**src/sv/nearest_free_slot_below_unit_assert.svh**
```systemverilog
// Assertion macros for the nearest free slot allocator.
// Depends on nothing; included by the files that check their own logic.
`ifndef NEAREST_FREE_SLOT_BELOW_UNIT_ASSERT_SVH
`define NEAREST_FREE_SLOT_BELOW_UNIT_ASSERT_SVH
`ifndef SYNTH
`define NFSB_ASSERT_SAME(label, clk, rst, ante, cons) \
   label: assert property (@(posedge clk) disable iff (rst) (ante) |-> (cons)) \
      else $error("assertion failed");
`define NFSB_ASSERT_NEXT(label, clk, rst, ante, cons) \
   label: assert property (@(posedge clk) disable iff (rst) (ante) |=> (cons)) \
      else $error("assertion failed");
`else
`define NFSB_ASSERT_SAME(label, clk, rst, ante, cons)
`define NFSB_ASSERT_NEXT(label, clk, rst, ante, cons)
`endif
`endif

```
**src/sv/nfsb_pkg.sv**
```systemverilog
// Types and constants shared by the nearest free slot allocator.
// Depends on nothing; used by the interfaces, the scan unit and the top level.
`timescale 1ns / 1ps
package nfsb_pkg;
   localparam int VALUE_W  = 10;
   localparam int STATUS_W = 3;
   localparam int COUNT_W  = 11;
   localparam int WORD_W   = 32;
   localparam int BIT_W    = 5;
   localparam int MAX_SLOTS = 1024;

   typedef enum logic [STATUS_W-1:0] {
      ST_OWN     = 3'd0,
      ST_LOWER   = 3'd1,
      ST_DROPPED = 3'd2,
      ST_FULL    = 3'd3,
      ST_RANGE   = 3'd4
   } status_type;

   typedef enum logic [1:0] {
      S_IDLE,
      S_SCAN,
      S_DONE
   } state_type;

   typedef struct packed {
      logic             found;
      logic [BIT_W-1:0] pos;
   } scan_result_type;
endpackage

```
**src/sv/nfsb_if.sv**
```systemverilog
// Handshake interfaces for the request and response channels of the allocator.
// Depends on nfsb_pkg for the field widths.
`timescale 1ns / 1ps
interface nfsb_req_if;
   import nfsb_pkg::*;
   logic               valid;
   logic               ready;
   logic [VALUE_W-1:0] value;
   logic               last_entry;
   modport source (output valid, output value, output last_entry, input ready);
   modport sink (input valid, input value, input last_entry, output ready);
endinterface

interface nfsb_rsp_if;
   import nfsb_pkg::*;
   logic                valid;
   logic                ready;
   logic [STATUS_W-1:0] status;
   logic [VALUE_W-1:0]  slot;
   logic                now_full;
   logic                end_of_list;
   modport source (output valid, output status, output slot, output now_full,
                   output end_of_list, input ready);
   modport sink (input valid, input status, input slot, input now_full,
                 input end_of_list, output ready);
endinterface

```
**src/sv/nfsb_ram.sv**
```systemverilog
// Generic single-port-write, single-port-read RAM with a registered read.
// Depends on nothing.
`timescale 1ns / 1ps
module nfsb_ram #(
   parameter int WIDTH = 32,
   parameter int DEPTH = 32
) (
   input  logic                                  clock,
   input  logic                                  wr_en,
   input  logic [(DEPTH > 1 ? $clog2(DEPTH) : 1)-1:0] wr_addr,
   input  logic [WIDTH-1:0]                      wr_data,
   input  logic                                  rd_en,
   input  logic [(DEPTH > 1 ? $clog2(DEPTH) : 1)-1:0] rd_addr,
   output logic [WIDTH-1:0]                      rd_data
);
   logic [WIDTH-1:0] mem_ff [DEPTH];
   logic [WIDTH-1:0] rd_data_ff;

   always_ff @(posedge clock) begin
      if (wr_en) begin
         mem_ff[wr_addr] <= wr_data;
      end
      if (rd_en) begin
         rd_data_ff <= mem_ff[rd_addr];
      end
   end

   assign rd_data = rd_data_ff;
endmodule

```
**src/sv/nfsb_scan.sv**
```systemverilog
// Word scan unit: finds the highest free slot at or below a bit limit in one map word.
// Depends on nfsb_pkg.
`timescale 1ns / 1ps
module nfsb_scan (
   input  logic [nfsb_pkg::WORD_W-1:0] word_data,
   input  logic                        word_valid,
   input  logic [nfsb_pkg::BIT_W-1:0]  limit,
   output nfsb_pkg::scan_result_type   result
);
   import nfsb_pkg::*;

   logic [WORD_W-1:0] free_bits;
   logic [WORD_W-1:0] mask;
   logic [WORD_W-1:0] cand;

   always_comb begin
      free_bits = word_valid ? ~word_data : {WORD_W{1'b1}};
      mask = {WORD_W{1'b1}} >> (BIT_W'(WORD_W - 1) - limit);
      cand = free_bits & mask;
      result.found = |cand;
      result.pos = '0;
      for (int i = 0; i < WORD_W; i++) begin
         if (cand[i]) begin
            result.pos = BIT_W'(i);
         end
      end
   end
endmodule

```
**src/sv/nearest_free_slot_below_unit.sv**
```systemverilog
// Sequence: a request for a full table or an out-of-range value goes from idle straight to
// the done state; any other request enters the scan state, which checks one 32-bit map word
// at a time downward, up to WORD_COUNT words (32 by default), before the done state loads the
// response register. The next request is taken only once the response register is loaded.
// Reset: synchronous, clears the control state, the count and the per-word valid bits,
// and sets max_value to 1023. There is no clearing pass.
`timescale 1ns / 1ps
`include "nearest_free_slot_below_unit_assert.svh"
module nearest_free_slot_below_unit #(
   parameter int SLOT_COUNT = 1024
) (
   input  logic                         clock,
   input  logic                         reset,
   nfsb_req_if.sink                     req_chan,
   nfsb_rsp_if.source                   rsp_chan,
   input  logic                         csr_wr_en,
   input  logic [nfsb_pkg::VALUE_W-1:0] csr_wr_data
);
   import nfsb_pkg::*;

   localparam int EFF_SLOTS  = (SLOT_COUNT > MAX_SLOTS) ? MAX_SLOTS : SLOT_COUNT;
   localparam int WORD_COUNT = (EFF_SLOTS + WORD_W - 1) / WORD_W;
   localparam int WORD_AW    = (WORD_COUNT > 1) ? $clog2(WORD_COUNT) : 1;
   localparam logic [VALUE_W-1:0] EFF_TOP = VALUE_W'(EFF_SLOTS - 1);

   state_type             state_ff, state_in;
   logic [VALUE_W-1:0]    max_value_ff, max_value_in;
   logic [COUNT_W-1:0]    count_ff, count_in;
   logic [WORD_COUNT-1:0] valid_ff, valid_in;
   logic [WORD_AW-1:0]    word_ff, word_in;
   logic [BIT_W-1:0]      limit_ff, limit_in;
   logic                  first_ff, first_in;
   logic                  last_ff, last_in;
   status_type            status_ff, status_in;
   logic [VALUE_W-1:0]    slot_ff, slot_in;
   logic                  rsp_valid_ff, rsp_valid_in;
   logic [STATUS_W-1:0]   rsp_status_ff, rsp_status_in;
   logic [VALUE_W-1:0]    rsp_slot_ff, rsp_slot_in;
   logic                  rsp_full_ff, rsp_full_in;
   logic                  rsp_last_ff, rsp_last_in;

   logic [VALUE_W-1:0]    top;
   logic                  table_full;
   logic                  req_fire;
   logic                  out_load;
   logic                  rd_en;
   logic [WORD_AW-1:0]    rd_addr;
   logic                  wr_en;
   logic [WORD_W-1:0]     wr_data;
   logic [WORD_W-1:0]     rd_data;
   logic [WORD_W-1:0]     word_bits;
   scan_result_type       scan;

   nfsb_ram #(
      .WIDTH(WORD_W),
      .DEPTH(WORD_COUNT)
   ) u_map (
      .clock  (clock),
      .wr_en  (wr_en),
      .wr_addr(word_ff),
      .wr_data(wr_data),
      .rd_en  (rd_en),
      .rd_addr(rd_addr),
      .rd_data(rd_data)
   );

   nfsb_scan u_scan (
      .word_data (rd_data),
      .word_valid(valid_ff[word_ff]),
      .limit     (limit_ff),
      .result    (scan)
   );

   assign top = (max_value_ff > EFF_TOP) ? EFF_TOP : max_value_ff;
   assign table_full = count_ff > COUNT_W'(top);
   assign req_chan.ready = (state_ff == S_IDLE);
   assign req_fire = req_chan.valid && req_chan.ready;
   assign out_load = (state_ff == S_DONE) && (!rsp_valid_ff || rsp_chan.ready);
   assign word_bits = valid_ff[word_ff] ? rd_data : '0;
   assign wr_data = word_bits | (WORD_W'(1) << scan.pos);

   always_ff @(posedge clock) begin
      if (reset) begin
         state_ff     <= S_IDLE;
         max_value_ff <= VALUE_W'(MAX_SLOTS - 1);
         count_ff     <= '0;
         valid_ff     <= '0;
         rsp_valid_ff <= 1'b0;
      end else begin
         state_ff     <= state_in;
         max_value_ff <= max_value_in;
         count_ff     <= count_in;
         valid_ff     <= valid_in;
         rsp_valid_ff <= rsp_valid_in;
      end
      word_ff       <= word_in;
      limit_ff      <= limit_in;
      first_ff      <= first_in;
      last_ff       <= last_in;
      status_ff     <= status_in;
      slot_ff       <= slot_in;
      rsp_status_ff <= rsp_status_in;
      rsp_slot_ff   <= rsp_slot_in;
      rsp_full_ff   <= rsp_full_in;
      rsp_last_ff   <= rsp_last_in;
   end

   always_comb begin
      state_in      = state_ff;
      max_value_in  = max_value_ff;
      count_in      = count_ff;
      valid_in      = valid_ff;
      word_in       = word_ff;
      limit_in      = limit_ff;
      first_in      = first_ff;
      last_in       = last_ff;
      status_in     = status_ff;
      slot_in       = slot_ff;
      rsp_valid_in  = rsp_valid_ff;
      rsp_status_in = rsp_status_ff;
      rsp_slot_in   = rsp_slot_ff;
      rsp_full_in   = rsp_full_ff;
      rsp_last_in   = rsp_last_ff;
      rd_en         = 1'b0;
      rd_addr       = WORD_AW'(req_chan.value[VALUE_W-1:BIT_W]);
      wr_en         = 1'b0;

      if (rsp_valid_ff && rsp_chan.ready) begin
         rsp_valid_in = 1'b0;
      end

      case (state_ff)
         S_IDLE: begin
            if (csr_wr_en) begin
               max_value_in = csr_wr_data;
               count_in = '0;
               valid_in = '0;
            end
            if (req_fire) begin
               last_in = req_chan.last_entry;
               slot_in = '0;
               word_in = WORD_AW'(req_chan.value[VALUE_W-1:BIT_W]);
               limit_in = req_chan.value[BIT_W-1:0];
               first_in = 1'b1;
               if (table_full) begin
                  status_in = ST_FULL;
                  state_in = S_DONE;
               end else if (req_chan.value > top) begin
                  status_in = ST_RANGE;
                  state_in = S_DONE;
               end else begin
                  rd_en = 1'b1;
                  state_in = S_SCAN;
               end
            end
         end
         S_SCAN: begin
            rd_addr = word_ff - WORD_AW'(1);
            if (scan.found) begin
               wr_en = 1'b1;
               valid_in[word_ff] = 1'b1;
               count_in = count_ff + COUNT_W'(1);
               slot_in = VALUE_W'({word_ff, scan.pos});
               status_in = (first_ff && (scan.pos == limit_ff)) ? ST_OWN : ST_LOWER;
               state_in = S_DONE;
            end else if (word_ff == '0) begin
               status_in = ST_DROPPED;
               state_in = S_DONE;
            end else begin
               rd_en = 1'b1;
               word_in = word_ff - WORD_AW'(1);
               limit_in = BIT_W'(WORD_W - 1);
               first_in = 1'b0;
            end
         end
         S_DONE: begin
            if (out_load) begin
               rsp_valid_in = 1'b1;
               rsp_status_in = status_ff;
               rsp_slot_in = slot_ff;
               rsp_full_in = table_full;
               rsp_last_in = last_ff;
               if (last_ff) begin
                  count_in = '0;
                  valid_in = '0;
               end
               state_in = S_IDLE;
            end
         end
         default: begin
            state_in = S_IDLE;
         end
      endcase
   end

   assign rsp_chan.valid       = rsp_valid_ff;
   assign rsp_chan.status      = rsp_status_ff;
   assign rsp_chan.slot        = rsp_slot_ff;
   assign rsp_chan.now_full    = rsp_full_ff;
   assign rsp_chan.end_of_list = rsp_last_ff;

   `NFSB_ASSERT_SAME(a_count_bound, clock, reset, 1'b1, count_ff <= COUNT_W'(top) + COUNT_W'(1))
   `NFSB_ASSERT_SAME(a_write_in_scan, clock, reset, wr_en, state_ff == S_SCAN)
   `NFSB_ASSERT_NEXT(a_found_done, clock, reset, (state_ff == S_SCAN) && scan.found,
                     state_ff == S_DONE)
   `NFSB_ASSERT_NEXT(a_last_clears, clock, reset, out_load && last_ff, count_ff == '0)
endmodule
```
**src/flat_wrapper.sv**
```systemverilog
// flat-port wrapper written by rule: the top's interface ports become plain ports
module nearest_free_slot_below_unit_flat import nfsb_pkg::*;
#(
   parameter int SLOT_COUNT = 1024
)
  (clock, reset, csr_wr_en, csr_wr_data, req_chan_valid, req_chan_value, req_chan_last_entry, req_chan_ready, rsp_chan_valid, rsp_chan_status, rsp_chan_slot, rsp_chan_now_full, rsp_chan_end_of_list, rsp_chan_ready);
  nfsb_req_if req_chan_i ();
  nfsb_rsp_if rsp_chan_i ();
  input  logic clock;
  input  logic reset;
  input  logic csr_wr_en;
  input  logic [nfsb_pkg::VALUE_W-1:0] csr_wr_data;
  input wire logic [$bits(req_chan_i.valid)-1:0] req_chan_valid;
  input wire logic [$bits(req_chan_i.value)-1:0] req_chan_value;
  input wire logic [$bits(req_chan_i.last_entry)-1:0] req_chan_last_entry;
  output wire logic [$bits(req_chan_i.ready)-1:0] req_chan_ready;
  output wire logic [$bits(rsp_chan_i.valid)-1:0] rsp_chan_valid;
  output wire logic [$bits(rsp_chan_i.status)-1:0] rsp_chan_status;
  output wire logic [$bits(rsp_chan_i.slot)-1:0] rsp_chan_slot;
  output wire logic [$bits(rsp_chan_i.now_full)-1:0] rsp_chan_now_full;
  output wire logic [$bits(rsp_chan_i.end_of_list)-1:0] rsp_chan_end_of_list;
  input wire logic [$bits(rsp_chan_i.ready)-1:0] rsp_chan_ready;
  assign req_chan_i.valid = req_chan_valid;
  assign req_chan_i.value = req_chan_value;
  assign req_chan_i.last_entry = req_chan_last_entry;
  assign req_chan_ready = req_chan_i.ready;
  assign rsp_chan_valid = rsp_chan_i.valid;
  assign rsp_chan_status = rsp_chan_i.status;
  assign rsp_chan_slot = rsp_chan_i.slot;
  assign rsp_chan_now_full = rsp_chan_i.now_full;
  assign rsp_chan_end_of_list = rsp_chan_i.end_of_list;
  assign rsp_chan_i.ready = rsp_chan_ready;
  nearest_free_slot_below_unit #(.SLOT_COUNT(SLOT_COUNT)) u_core (.clock(clock), .reset(reset), .req_chan(req_chan_i), .rsp_chan(rsp_chan_i), .csr_wr_en(csr_wr_en), .csr_wr_data(csr_wr_data));
endmodule
```
**config.mk**
```make
export PLATFORM = sky130hd
export DESIGN_NAME = nearest_free_slot_below_unit_flat
export DESIGN_NICKNAME = d
export VERILOG_FILES = /design/src/sv/nfsb_pkg.sv /design/src/sv/nfsb_if.sv /design/src/sv/nfsb_ram.sv /design/src/sv/nfsb_scan.sv /design/src/sv/nearest_free_slot_below_unit.sv /design/src/flat_wrapper.sv
export VERILOG_INCLUDE_DIRS = /design/src /design/src/sv
export SDC_FILE = /design/constraint.sdc
export NUM_CORES = 1
export LEC_CHECK = 0
export BUFFER_PORTS_ARGS = -buffer_cell sky130_fd_sc_hd__buf_4
export CAP_MARGIN = 20
export CORE_MARGIN = 4
export CORE_UTILIZATION = 45
export DETAILED_ROUTE_END_ITERATION = 8
export GPL_ROUTABILITY_DRIVEN = 0
export PLACE_DENSITY_LB_ADDON = 0.12
export SYNTH_ARGS = -nofsm -noshare
export SYNTH_HDL_FRONTEND = slang
export SYNTH_SLANG_ARGS = --single-unit
```
**constraint.sdc**
```tcl
create_clock -name clock -period 5.1 [get_ports clock]
set_clock_uncertainty 0.05 [all_clocks]
set_input_delay 1.53 -clock clock [delete_from_list [all_inputs] [get_ports clock]]
set_output_delay 1.53 -clock clock [all_outputs]
set_load 0.01 [all_outputs]
```
==> impl_results.html <==
<table>
<tr><th>Metric</th><th>Value</th></tr>
<tr><th colspan="2">Run status</th></tr>
<tr><td>Result of the run</td><td>completed</td></tr>
<tr><th colspan="2">Timing</th></tr>
<tr><td>Setup repair after global routing missed its margin</td><td>no</td></tr>
<tr><td>Timing-limited maximum frequency</td><td>between 0.2 and 0.25 GHz</td></tr>
<tr><td>Finish-stage setup viols</td><td>0</td></tr>
<tr><td>Final hold violation count</td><td>0</td></tr>
<tr><td>Aggregate negative setup slack</td><td>0 ps</td></tr>
<tr><td>Ratio of final minimum period to clock period</td><td>0.939</td></tr>
<tr><td>Smallest hold slack</td><td>371 ps</td></tr>
<tr><td>Worst slew pin tran</td><td>1030 ps</td></tr>
<tr><td>Fin. max-slew vios</td><td>0</td></tr>
<tr><td>Final critical delay including setup and external delays</td><td>between 4000 and 5000 ps</td></tr>
<tr><td>Headroom to the max-slew limit</td><td>0.311</td></tr>
<tr><th colspan="2">Setup path</th></tr>
<tr><td>Startpoint of the lowest-slack register-to-register path</td><td>u_core.word_ff[4]</td></tr>
<tr><td>Crit path max-delay cell type</td><td>sky130_fd_sc_hd__edfxtp_1</td></tr>
<tr><td>Highest net fanout along the worst path</td><td>28</td></tr>
<tr><td>Critical path class</td><td>reg2reg</td></tr>
<tr><td>CP Data Required Time</td><td>between 5000 and 6000 ps</td></tr>
<tr><td>Data arrival time of the critical path</td><td>a little over 5000 ps</td></tr>
<tr><td>Kind of end point of the critical path</td><td>flop</td></tr>
<tr><td>Kind of start point of the critical path</td><td>flop</td></tr>
<tr><td>Cell-by-cell trace of the critical path</td><td>or3b_2 &gt; o22ai_1 &gt; a211oi_2 &gt; nand4_1 &gt; buf_12 &gt; buf_4 &gt; nand2_1 &gt; or3_1 &gt; o31a_1 &gt; nand2_1 &gt; buf_4 &gt; nor2_4 &gt; buf_4</td></tr>
<tr><td>Number of buffers and inverters on the critical path</td><td>4</td></tr>
<tr><td>Worst path max stage delay</td><td>630 ps</td></tr>
<tr><td>Setup crit start</td><td>u_core.word_ff[4]</td></tr>
<tr><td>Most frequent cell on the critical path</td><td>sky130_fd_sc_hd__buf_4</td></tr>
<tr><td>Critical path's top delay family</td><td>simple AND/OR/NAND/NOR gates</td></tr>
<tr><th colspan="2">CTS</th></tr>
<tr><td>CTS max path bufs</td><td>3</td></tr>
<tr><td>Clock insertion delay at the later pin of the skew report</td><td>710 ps</td></tr>
<tr><td>Root cell of the clock tree</td><td>sky130_fd_sc_hd__clkbuf_16</td></tr>
<tr><td>Post-CTS setup buffers</td><td>0</td></tr>
<tr><td>Number of clock sinks</td><td>~1200</td></tr>
<tr><td>Clock-pin slew on the worst setup and hold paths</td><td>about 70 ps</td></tr>
<tr><td>Clock tree from TritonCTS</td><td>built</td></tr>
<tr><td>Clock H-tree levels</td><td>3</td></tr>
<tr><td>Cts-stage hold buffer count</td><td>0</td></tr>
<tr><td>Number of buffers added by the clock tree synthesis step</td><td>~120</td></tr>
<tr><th colspan="2">GRT</th></tr>
<tr><td>Global routing usage on met2</td><td>0.371</td></tr>
<tr><td>Sum of overflow across all layers after global routing</td><td>0</td></tr>
<tr><td>Grt peak-use layer</td><td>met2</td></tr>
<tr><td>Global-route met1 utilization</td><td>0.342</td></tr>
<tr><td>Overall Global Routing Usage</td><td>0.235</td></tr>
<tr><td>Maximum number of pins on one net before global-route repair</td><td>between 100 and 150</td></tr>
<tr><td>Number of global-route vias before repair</td><td>about 26000</td></tr>
<tr><td>Met3 usage</td><td>0.0389</td></tr>
<tr><td>Global-route wire length before repair</td><td>between 150 and 200 mm</td></tr>
<tr><td>Number of antenna violations at the first check in global routing</td><td>0</td></tr>
<tr><th colspan="2">Synth</th></tr>
<tr><td>Share of the yosys chip area belonging to registers</td><td>0.735</td></tr>
<tr><td>Synth area leaders</td><td>sky130_fd_sc_hd__edfxtp_1 71%, sky130_fd_sc_hd__mux4_2 13%, sky130_fd_sc_hd__nand2_1 3.0%</td></tr>
<tr><td>Post-synth EDFFs</td><td>around 1100</td></tr>
<tr><td>Area of the mapped netlist</td><td>~46000 um^2</td></tr>
<tr><td>Area share of the leading cell type in the synthesized netlist</td><td>0.711</td></tr>
<tr><td>Cell variety after synth</td><td>just over 70</td></tr>
<tr><td>Mean instance size in the synthesized netlist</td><td>roughly 17 um^2</td></tr>
<tr><td>Fraction of registers with async set or reset after synthesis</td><td>0</td></tr>
<tr><td>Instance count of the mapped netlist</td><td>2679</td></tr>
<tr><td>Primary flip-flop cell chosen by synthesis mapping</td><td>sky130_fd_sc_hd__edfxtp_1</td></tr>
<tr><td>Post-synthesis sequential element count</td><td>1152</td></tr>
<tr><td>Synthesis warning total</td><td>0</td></tr>
<tr><td>Leading area contributor after synthesis</td><td>sky130_fd_sc_hd__edfxtp_1</td></tr>
<tr><td>Post-synthesis net count</td><td>2730</td></tr>
<tr><th colspan="2">Detailed routing</th></tr>
<tr><td>Via count</td><td>~26000</td></tr>
<tr><td>Violation count after the first detailed-routing iteration</td><td>between 3000 and 4000</td></tr>
<tr><td>Via density per instance</td><td>just over 6</td></tr>
<tr><td>DRC errors left</td><td>0</td></tr>
<tr><td>First drt pass iteration count</td><td>6</td></tr>
<tr><td>Count of antenna-violating nets left after detailed routing</td><td>0</td></tr>
<tr><td>Aggregate routed wire length</td><td>127 mm</td></tr>
<tr><td>Wire length per cell</td><td>between 20 and 30 um</td></tr>
<tr><th colspan="2">Floorplanning</th></tr>
<tr><td>Top-Level Pins</td><td>43</td></tr>
<tr><td>Initial Utilization</td><td>0.454</td></tr>
<tr><td>Die boundary height</td><td>roughly 330 um</td></tr>
<tr><td>Area of the placeable core</td><td>102000 um^2</td></tr>
<tr><td>Die Wd</td><td>329 um</td></tr>
<tr><td>Area enclosed by the die boundary</td><td>between 100000 and 150000 um^2</td></tr>
<tr><td>Num rows</td><td>roughly 120</td></tr>
<tr><th colspan="2">Job</th></tr>
<tr><td>Max-cap violations</td><td>0</td></tr>
<tr><th colspan="2">Finish</th></tr>
<tr><td>Number of fillers in the final layout</td><td>roughly 8200</td></tr>
<tr><td>Design Area, Final</td><td>roughly 54000 um^2</td></tr>
<tr><td>Area of combinational cells with multiple inputs</td><td>about 12000 um^2</td></tr>
<tr><td>Layout Nets</td><td>~2900</td></tr>
<tr><td>Synthesis-to-layout area growth</td><td>15.6%</td></tr>
<tr><td>Final core occ</td><td>0.525</td></tr>
<tr><td>Ratio of cells with drive above 1 in the final layout</td><td>0.232</td></tr>
<tr><td>Reg area</td><td>between 30000 and 40000 um^2</td></tr>
<tr><td>Antenna diodes</td><td>0</td></tr>
<tr><th colspan="2">Place</th></tr>
<tr><td>Number of port buffers</td><td>42</td></tr>
<tr><td>Placement-stage cell area</td><td>49500 um^2</td></tr>
<tr><td>Final HPWL from detailed placement</td><td>around 71 mm</td></tr>
<tr><th colspan="2">Power and ir drop</th></tr>
<tr><td>Power density normalized to cell area</td><td>between 400 and 500 nW/um^2</td></tr>
<tr><td>LEAKAGE</td><td>0.0173 uW</td></tr>
<tr><td>Peak supply drop</td><td>about 270 uV</td></tr>
<tr><td>Overall power consumption</td><td>between 20000 and 25000 uW</td></tr>
<tr><th colspan="2">Min path</th></tr>
<tr><td>Worst Hold Launch</td><td>u_core.slot_ff[6]</td></tr>
<tr><td>Hold WC Path Type</td><td>reg2reg</td></tr>
</table>
cell type report:
cell class | count | share of cell area
Sequential cell | 1152 | 0.636
Multi-Input combinational cell | 1347 | 0.223
Tap cell | 1368 | 0.0320
Inverter | 25 | 0.00180
Clock inverter | 85 | 0.0147
Clock buffer | 132 | 0.0567
Timing Repair Buffer | 191 | 0.0364
kinds of logic (layout without fill, tap and decap cells):
logic type               Yosys count  after routing  share of synthesized area
flip-flops                      1152           1152                      0.735
multiplexers                     273            273                      0.129
XOR/XNOR                           9              9                    0.00170
adder cells (fa/ha/maj)           26             26                    0.00698
buffers and inverters            180            433                     0.0152
AND/OR/NAND/NOR                  707            707                     0.0665
AO/OA/AOI/OAI                    332            332                     0.0454
path summary, 6_finish.rpt:
check | to | slack, ps | cells past startpoint
max | u_core.u_map.mem_ff[22][0] | 310 | 13
min | u_core.rsp_chan.slot[6] | 370 | 0
max reg2reg | u_core.u_map.mem_ff[22][0] | 310 | 13
min reg2reg | u_core.rsp_chan.slot[6] | 370 | 0
layer usage:
| metal | wire length, um | vias up |
|---|---|---|
| met1 | 53100 | 13727 |
| li1 | - | 10969 |
| met3 | 10600 | 224 |
| met5 | 0 | - |
| met2 | 60100 | 1230 |
| met4 | 3280 | 0 |
power breakdown:
part	internal (uW)	switching [uW]	total (uW)	leakage, uW
logic	1060	1850	2910	0.00528
clock network	4960	3580	8540	0.00187
registers	10700	153	10800	0.0102
total	16700	5580	22300	0.0173
sequential cells by signal (all words and copies together), names as in the netlist:
name                         cells
u_core.count_ff                 11
u_core.first_ff                  1
u_core.last_ff                   1
u_core.limit_ff                  5
u_core.max_value_ff             10
u_core.rsp_chan.end_of_list      1
u_core.rsp_chan.now_full         1
u_core.rsp_chan.slot            10
u_core.rsp_chan.status           3
u_core.rsp_chan.valid            1
u_core.slot_ff                  10
u_core.state_ff                  2
u_core.status_ff                 3
u_core.u_map.mem_ff           1024
u_core.u_map.rd_data            32
u_core.valid_ff                 32
u_core.word_ff                   5
per-stage QoR:
step | cells | worst slack (ps)
CTS | 4292 | 17.5
floorplan | 2679 | 388
finish | 4300 | 311
global placement | 4074 | 232
global route | 4300 | 154
detailed placement | 4075 | 66.6
layout by cell type, fill, tap and decap left out, drive strengths merged, types with 29 or more instances in the layout:
master,instances
mux4,258
buf,189
clkbuf,134
nand3,117
dfxtp,56
clkinv,61
edfxtp,1096
nand2,367
nor2,124
a31oi,41
o21ai,77
inv,29
a21oi,109
synthesized netlist by cell type (5+ instances only):
master and n:
sky130_fd_sc_hd__buf_2 7, sky130_fd_sc_hd__a21oi_1 108, sky130_fd_sc_hd__nor2b_1 9, sky130_fd_sc_hd__nand3_1 117, sky130_fd_sc_hd__o21a_1 8, sky130_fd_sc_hd__mux4_2 258, sky130_fd_sc_hd__ha_1 25, sky130_fd_sc_hd__nand3b_1 6
sky130_fd_sc_hd__a31oi_1 41, sky130_fd_sc_hd__buf_1 51, sky130_fd_sc_hd__nor2_1 123, sky130_fd_sc_hd__and2_1 14, sky130_fd_sc_hd__nor3_1 16, sky130_fd_sc_hd__o2111ai_1 7, sky130_fd_sc_hd__clkbuf_1 93, sky130_fd_sc_hd__o21ai_0 62
sky130_fd_sc_hd__or3_1 8, sky130_fd_sc_hd__and3_1 7, sky130_fd_sc_hd__o21ai_1 15, sky130_fd_sc_hd__xnor2_1 5, sky130_fd_sc_hd__a211o_1 12, sky130_fd_sc_hd__a32o_1 13, sky130_fd_sc_hd__edfxtp_1 1096, sky130_fd_sc_hd__mux2i_1 15
sky130_fd_sc_hd__nand2b_1 10, sky130_fd_sc_hd__a21o_1 12, sky130_fd_sc_hd__nand2_1 367, sky130_fd_sc_hd__o211ai_1 6, sky130_fd_sc_hd__inv_1 25, sky130_fd_sc_hd__dfxtp_1 56
what timing repair did:
item,CTS,global route
endpoints found under the setup margin,11,41
gates resized for setup,1,1
pin swaps,0,0
(Power assumes the default switching activity.)
